--- config.mk ---
export PLATFORM = sky130hd
export DESIGN_NAME = circular_deque
export DESIGN_NICKNAME = d
export VERILOG_FILES = /design/src/hdl/cdq_pkg.sv /design/src/hdl/cdq_ctrl.sv /design/src/hdl/cdq_dp.sv /design/src/hdl/circular_deque.sv
export SDC_FILE = /design/constraint.sdc
export NUM_CORES = 1
export LEC_CHECK = 0
export BUFFER_PORTS_ARGS = -buffer_cell sky130_fd_sc_hd__buf_2
export CAP_MARGIN = 20
export CORE_MARGIN = 4
export CORE_UTILIZATION = 30
export DETAILED_ROUTE_END_ITERATION = 10
export GPL_TIMING_DRIVEN = 0
export RECOVER_POWER = 25
export SLEW_MARGIN = 5
export SYNTH_ARGS = -nofsm -noshare
export SYNTH_HDL_FRONTEND = slang
export SYNTH_SLANG_ARGS = --single-unit
--- constraint.sdc ---
create_clock -name clock -period 4.7 [get_ports clock]
set_input_delay 1.41 -clock clock [delete_from_list [all_inputs] [get_ports clock]]
set_output_delay 1.41 -clock clock [all_outputs]
set_load 0.01 [all_outputs]
--- src/hdl/cdq_pkg.sv ---
// Shared types and constants for the circular deque.
package cdq_pkg;

   // Default number of entries in the circular store
   localparam int DEPTH_DEF = 16;

   // Field widths of the request and response
   localparam int CMD_W       = 3;
   localparam int WORD_W      = 32;
   localparam int STATUS_W    = 2;
   localparam int COUNT_OUT_W = 5;
   localparam int REQ_DATA_W  = 40;
   localparam int RSP_DATA_W  = 48;

   // Command codes
   typedef enum logic [CMD_W-1:0] {
      CMD_PUSH_BACK  = 3'd0,
      CMD_PUSH_FRONT = 3'd1,
      CMD_POP_FRONT  = 3'd2,
      CMD_POP_BACK   = 3'd3,
      CMD_PEEK_FRONT = 3'd4
   } cmd_type;

   // Response status codes
   typedef enum logic [STATUS_W-1:0] {
      STAT_OK    = 2'd0,
      STAT_FULL  = 2'd1,
      STAT_EMPTY = 2'd2
   } status_type;

   // Source of the response word
   typedef enum logic [1:0] {
      OUT_ZERO,
      OUT_READ,
      OUT_ONES
   } out_sel_type;

   // Controller states
   typedef enum logic [1:0] {
      S_IDLE,
      S_EXEC,
      S_RESP
   } state_type;

   // Commands from controller to datapath
   typedef struct packed {
      logic load;   // capture the incoming request
      logic exec;   // apply the captured request to the deque
   } dp_ctl_type;

endpackage

--- src/hdl/cdq_ctrl.sv ---
// Controller state machine: request capture, execute, response handshake.
module cdq_ctrl
   import cdq_pkg::*;
(
   input  logic       clock,
   input  logic       reset,
   input  logic       req_tvalid,
   output logic       req_tready,
   output logic       rsp_tvalid,
   input  logic       rsp_tready,
   output dp_ctl_type ctl
);

   state_type state_ff;
   state_type state_in;

   // State register
   always_ff @(posedge clock) begin
      if (reset) begin
         state_ff <= S_IDLE;
      end else begin
         state_ff <= state_in;
      end
   end

   // Next state
   always_comb begin
      state_in = state_ff;
      case (state_ff)
         S_IDLE: begin
            if (req_tvalid) state_in = S_EXEC;
         end
         S_EXEC: begin
            state_in = S_RESP;
         end
         S_RESP: begin
            if (rsp_tready) state_in = S_IDLE;
         end
         default: begin
            state_in = S_IDLE;
         end
      endcase
   end

   // Outputs
   always_comb begin
      req_tready = 1'b0;
      rsp_tvalid = 1'b0;
      ctl.load   = 1'b0;
      ctl.exec   = 1'b0;
      case (state_ff)
         S_IDLE: begin
            req_tready = 1'b1;
            ctl.load   = req_tvalid;
         end
         S_EXEC: begin
            ctl.exec = 1'b1;
         end
         S_RESP: begin
            rsp_tvalid = 1'b1;
         end
         default: begin
            req_tready = 1'b0;
         end
      endcase
   end

endmodule

--- src/hdl/cdq_dp.sv ---
// Datapath: circular store, head/tail indices, entry count and response fields.
module cdq_dp
   import cdq_pkg::*;
#(
   parameter int DEPTH = DEPTH_DEF
)(
   input  logic                          clock,
   input  logic                          reset,
   input  dp_ctl_type                    ctl,
   input  logic [CMD_W-1:0]              cmd,
   input  logic signed [WORD_W-1:0]      push_value,
   output logic signed [WORD_W-1:0]      out_value,
   output logic [STATUS_W-1:0]           status,
   output logic                          is_empty,
   output logic                          is_full,
   output logic [COUNT_OUT_W-1:0]        entry_count
);

   localparam int IW = (DEPTH > 1) ? $clog2(DEPTH) : 1;
   localparam int CW = $clog2(DEPTH + 1);
   localparam logic [IW-1:0] LAST_IDX = IW'(DEPTH - 1);
   localparam logic [CW-1:0] FULL_CNT = CW'(DEPTH);

   // Circular store
   logic [WORD_W-1:0] mem [DEPTH];

   cmd_type                 cmd_ff;
   logic [WORD_W-1:0]       value_ff;
   logic [IW-1:0]           head_ff, head_in;
   logic [IW-1:0]           tail_ff, tail_in;
   logic [CW-1:0]           count_ff, count_in;
   status_type              status_ff, status_in;
   out_sel_type             sel_ff, sel_in;
   logic [WORD_W-1:0]       rd_data_ff;
   logic [IW-1:0]           rd_addr;
   logic [IW-1:0]           wr_addr;
   logic                    wr_en;
   logic                    empty_now;
   logic                    full_now;

   function automatic logic [IW-1:0] idx_next(input logic [IW-1:0] i);
      return (i == LAST_IDX) ? '0 : i + 1'b1;
   endfunction

   function automatic logic [IW-1:0] idx_prev(input logic [IW-1:0] i);
      return (i == '0) ? LAST_IDX : i - 1'b1;
   endfunction

   // Request capture
   always_ff @(posedge clock) begin
      if (ctl.load) begin
         cmd_ff   <= cmd_type'(cmd);
         value_ff <= push_value;
      end
   end

   assign empty_now = (count_ff == '0);
   assign full_now  = (count_ff == FULL_CNT);

   // Command decode and next state of the deque
   always_comb begin
      head_in   = head_ff;
      tail_in   = tail_ff;
      count_in  = count_ff;
      status_in = STAT_OK;
      sel_in    = OUT_ZERO;
      rd_addr   = head_ff;
      wr_addr   = tail_ff;
      wr_en     = 1'b0;
      case (cmd_ff)
         CMD_PUSH_BACK: begin
            if (full_now) begin
               status_in = STAT_FULL;
            end else begin
               wr_en    = 1'b1;
               wr_addr  = tail_ff;
               tail_in  = idx_next(tail_ff);
               count_in = count_ff + 1'b1;
            end
         end
         CMD_PUSH_FRONT: begin
            if (full_now) begin
               status_in = STAT_FULL;
            end else begin
               wr_en    = 1'b1;
               wr_addr  = idx_prev(head_ff);
               head_in  = idx_prev(head_ff);
               count_in = count_ff + 1'b1;
            end
         end
         CMD_POP_FRONT: begin
            if (empty_now) begin
               status_in = STAT_EMPTY;
               sel_in    = OUT_ONES;
            end else begin
               sel_in   = OUT_READ;
               rd_addr  = head_ff;
               head_in  = idx_next(head_ff);
               count_in = count_ff - 1'b1;
            end
         end
         CMD_POP_BACK: begin
            if (empty_now) begin
               status_in = STAT_EMPTY;
               sel_in    = OUT_ONES;
            end else begin
               sel_in   = OUT_READ;
               rd_addr  = idx_prev(tail_ff);
               tail_in  = idx_prev(tail_ff);
               count_in = count_ff - 1'b1;
            end
         end
         CMD_PEEK_FRONT: begin
            if (empty_now) begin
               status_in = STAT_EMPTY;
               sel_in    = OUT_ONES;
            end else begin
               sel_in  = OUT_READ;
               rd_addr = head_ff;
            end
         end
         default: begin
            status_in = STAT_OK;
         end
      endcase
   end

   // Indices, count and response status
   always_ff @(posedge clock) begin
      if (reset) begin
         head_ff   <= '0;
         tail_ff   <= '0;
         count_ff  <= '0;
         status_ff <= STAT_OK;
         sel_ff    <= OUT_ZERO;
      end else if (ctl.exec) begin
         head_ff   <= head_in;
         tail_ff   <= tail_in;
         count_ff  <= count_in;
         status_ff <= status_in;
         sel_ff    <= sel_in;
      end
   end

   // Store: one write port, one registered read port held while the response waits
   always_ff @(posedge clock) begin
      if (ctl.exec && wr_en) begin
         mem[wr_addr] <= value_ff;
      end
      if (ctl.exec) begin
         rd_data_ff <= mem[rd_addr];
      end
   end

   // Response fields
   always_comb begin
      case (sel_ff)
         OUT_READ: out_value = rd_data_ff;
         OUT_ONES: out_value = '1;
         default:  out_value = '0;
      endcase
   end

   assign status      = status_ff;
   assign is_empty    = empty_now;
   assign is_full     = full_now;
   assign entry_count = COUNT_OUT_W'(count_ff);

   // Checks
   a_count_range: assert property (@(posedge clock) disable iff (reset)
      count_ff <= FULL_CNT)
      else $error("entry count above depth");

   a_count_step: assert property (@(posedge clock) disable iff (reset)
      !ctl.exec |=> count_ff == $past(count_ff))
      else $error("entry count moved outside execute");

   a_idx_meet: assert property (@(posedge clock) disable iff (reset)
      (empty_now || full_now) |-> head_ff == tail_ff)
      else $error("head and tail disagree with count");

   a_empty_status: assert property (@(posedge clock) disable iff (reset)
      status_ff == STAT_EMPTY |-> empty_now)
      else $error("empty status with entries held");

endmodule

--- src/hdl/circular_deque.sv ---
// Top level of the circular deque: controller plus datapath.
// A request is accepted in S_IDLE, applied to the deque in S_EXEC, and its
// response is held valid in S_RESP until rsp_tready takes it.
// No new request is accepted until that response has been taken; the
// registered read of the circular store happens in S_EXEC.
// Reset clears head, tail and entry count; store contents stay undefined and
// are only read after a push has written them.
module circular_deque
   import cdq_pkg::*;
#(
   parameter int DEPTH = DEPTH_DEF
)(
   input  logic                  clock,
   input  logic                  reset,
   input  logic                  req_tvalid,
   output logic                  req_tready,
   // cmd [2:0], push_value [34:3], unused [39:35]
   input  logic [REQ_DATA_W-1:0] req_tdata,
   output logic                  rsp_tvalid,
   input  logic                  rsp_tready,
   // out_value [31:0], status [33:32], is_empty [34], is_full [35],
   // entry_count [40:36], zero fill [47:41]
   output logic [RSP_DATA_W-1:0] rsp_tdata
);

   dp_ctl_type               ctl;
   logic signed [WORD_W-1:0] out_value;
   logic [STATUS_W-1:0]      status;
   logic                     is_empty;
   logic                     is_full;
   logic [COUNT_OUT_W-1:0]   entry_count;

   cdq_ctrl u_ctrl (
      .clock      (clock),
      .reset      (reset),
      .req_tvalid (req_tvalid),
      .req_tready (req_tready),
      .rsp_tvalid (rsp_tvalid),
      .rsp_tready (rsp_tready),
      .ctl        (ctl)
   );

   cdq_dp #(
      .DEPTH (DEPTH)
   ) u_dp (
      .clock       (clock),
      .reset       (reset),
      .ctl         (ctl),
      .cmd         (req_tdata[2:0]),
      .push_value  (req_tdata[34:3]),
      .out_value   (out_value),
      .status      (status),
      .is_empty    (is_empty),
      .is_full     (is_full),
      .entry_count (entry_count)
   );

   // Response packing
   assign rsp_tdata = {7'd0, entry_count, is_full, is_empty, status, out_value};

endmodule
==> key figures <==
Clock tree
  • CTS Hold Bufs: 0
  • Clock transition at the registers of the reported paths: 60 ps
  • Worst-Skew Late Latency: 630 ps
  • H-tree Lvls: 2
  • Max Root-Sink Buffers: 3
  • Setup Fix Bufs, Post-CTS: 0
  • CTS-repair resized insts: 0
  • CTS tree: built
  • CTS root buffer: clkbuf_16
  • TritonCTS buffer count: 61
  • CTS sink cnt: 598

Die
  • Core Rows: 104
  • Initial Utilization: 30.2%
  • Die W: 292 microns
  • Total Die Area: 85500 sq um
  • Die height: 292 microns
  • Core area: 80400 sq um
  • I/O pins: 94

Drt
  • Via Count: 15277
  • Avg WL per Cell: 23.8 microns
  • Total Wirelength: 69.8 mm
  • Drt first pass iters: 6
  • Vias per cell: 5.22
  • Post-route DRC violation count: 0
  • Iter 0 DRT Violations: 1604
  • ANT nets after route: 0

STA
  • Slew Viols, Final: 0
  • Worst setup margin: 382 ps
  • Setup TNS: 0 ps
  • Max Fclk: 232 MHz
  • Unrepaired setup endpoints after global routing: false
  • Period utilisation layout: 91.9%
  • Slew margin rel.: 21.7%
  • Final Hold Viols: 0
  • Worst slew pin tran: 1160 ps
  • Post-layout minimum cycle time: 4320 ps
  • Hold_ws: 455 ps
  • # setup viols final: 0
  • Worst Clk Skew: 16.8 ps

Setup path
  • Kind of critical path: flop to primary output
  • Crit end category: primary output
  • Crit Path Max Fanout: 10
  • Worst setup SP type: flop
  • WP data required: 3290 ps
  • WP data arrival: 2910 ps

Worst hold path
  • HP Class: flop to flop

Placed design
  • Final Wtd Congestion: 0.834
  • Place WS: 865 ps
  • IO Port Bufs: 80
  • DPL Wire Length: 47.6 mm
  • Placed Area: 26700 sq um
  • Placed insts: 2821

Final layout
  • Core Util, Final: 35.6%
  • Fin cells: 2928
  • N_diodes: 0
  • Finished layout cell area: 28600 sq um
  • Syn-to-layout area delta: 17.9%
  • Fraction of layout cells with a size suffix above 1: 17.6%
  • Nets: 1878

Power
  • Cell Pwr Density: 392 nW/um^2
  • Maximum vdd drop: 0.366 mV
  • Leak pwr: 9.59 nW
  • Tot Pwr: 11.2 mW

Status
  • Status: complete, no violations

Synthesis
  • Top post-synthesis cells by area: edfxtp_1 72%, mux2i_1 3.1%, a21oi_1 3.0%
  • Synthesized flop and latch total: 598
  • Top_reg_cell synth: edfxtp_1
  • Count of cell types in the netlist: 62
  • Most frequent cell after synthesis: edfxtp_1
  • Synth Warn #: 0
  • Cell Area, Synth: 24300 sq um
  • Post-synth EDFFs: 579
  • Sequential share of the synthesized area: 73.2%
  • Syn avg cell area: 14.9 sq um
  • Synth cell count leaders: 579 x edfxtp_1, 144 x a21oi_1, 112 x nand2_1
  • Ys async rst share: 0%
  • Synth top area share: 71.6%
  • Top cell type by total area after synthesis: edfxtp_1
  • Synth Instances: 1627

Global routing
  • First-pass GRT wire length: 102 mm
  • Pin count of the biggest net entering global routing: 31
  • Gr ovfl total: 0
  • Number of global-route vias before repair: 15372
  • Initial antenna violation count: 1
  • Total track usage: 15.8%

Job
  • Max-Cap Viols: 0
## final cells by class
type	instances	area, sq um
Buffer	130	632
Clock buffer	70	1580
Clock inverter	37	385
Fill cell	7640	51800
Inverter	14	52.6
Multi-Input combinational cell	891	5940
Sequential cell	598	17800
Tap cell	1060	1330
Timing Repair Buffer	128	933
## worst max-delay path: stages (launching register included)
cell	delay, ps
dfxtp_1	410
ha_1	350
clkbuf_1	880
a21oi_1	180
nor2_1	270
buf_2	190
## logic make-up after synthesis
group	count (synthesis)	synth area share [%]
adders and majority gates	10	0.546
buffers and inverters	144	2.82
muxes	108	5.07
xor gates and xnor gates	12	0.433
and+or+nand+nor	316	6.09
other	1	0.0154
DFF	598	73.2
AOI/OAI and AO/OA	438	11.8
## layout by cell type, fill, tap and decap left out, types with 19 or more instances in the layout
| cell type | synthesis | layout |
|---|---|---|
| mux2i_1 | 74 | 74 |
| dfxtp_1 | 19 | 19 |
| a21oi_1 | 144 | 144 |
| a22oi_1 | 33 | 33 |
| buf_6 | 6 | 24 |
| a211o_1 | 32 | 32 |
| o22ai_1 | 31 | 31 |
| a32oi_1 | 31 | 31 |
| clkbuf_16 | 0 | 62 |
| buf_4 | 17 | 41 |
| nand3_1 | 104 | 104 |
| nor2_1 | 58 | 54 |
| buf_2 | 28 | 108 |
| o21ai_0 | 101 | 101 |
| edfxtp_1 | 579 | 579 |
| a2111o_1 | 31 | 31 |
| mux2_4 | 28 | 28 |
| nand2_1 | 112 | 112 |
| clkbuf_1 | 79 | 87 |
## final timing paths
check                                    startpoint  depth (start not counted)              to  slack [ps]
worst max-delay path                 u_dp.sel_ff[0]                          5    rsp_tdata[2]         380
worst min-delay path                 u_dp.status[0]                          2  u_dp.status[0]         450
worst max register to register  u_dp.entry_count[0]                          9  u_dp.mem[8][0]         830
worst min register to register       u_dp.status[0]                          2  u_dp.status[0]         450
## routing by layer
metal	up-vias	share of wire (%)	global-route usage (%)
li1	6741	-	-
met1	7742	42	21.5
met2	668	48	26.4
met3	126	7.2	2.53
met4	0	2.7	4.66
met5	-	0	0
## state kept, by name (all words and copies together), names as in the netlist
signal,cells
u_dp.mem,512
u_dp.rd_data_ff,32
u_dp.value_ff,32
u_dp.entry_count,5
u_dp.head_ff,4
u_dp.tail_ff,4
u_dp.cmd_ff,3
u_ctrl.state_ff,2
u_dp.sel_ff,2
u_dp.status,2
## report_power, final
part	internal, mW	switching, mW
clock	2.78	2.04
combinational	0.138	0.250
sequential	5.92	0.0951
Power figures use the tool's default switching activity.
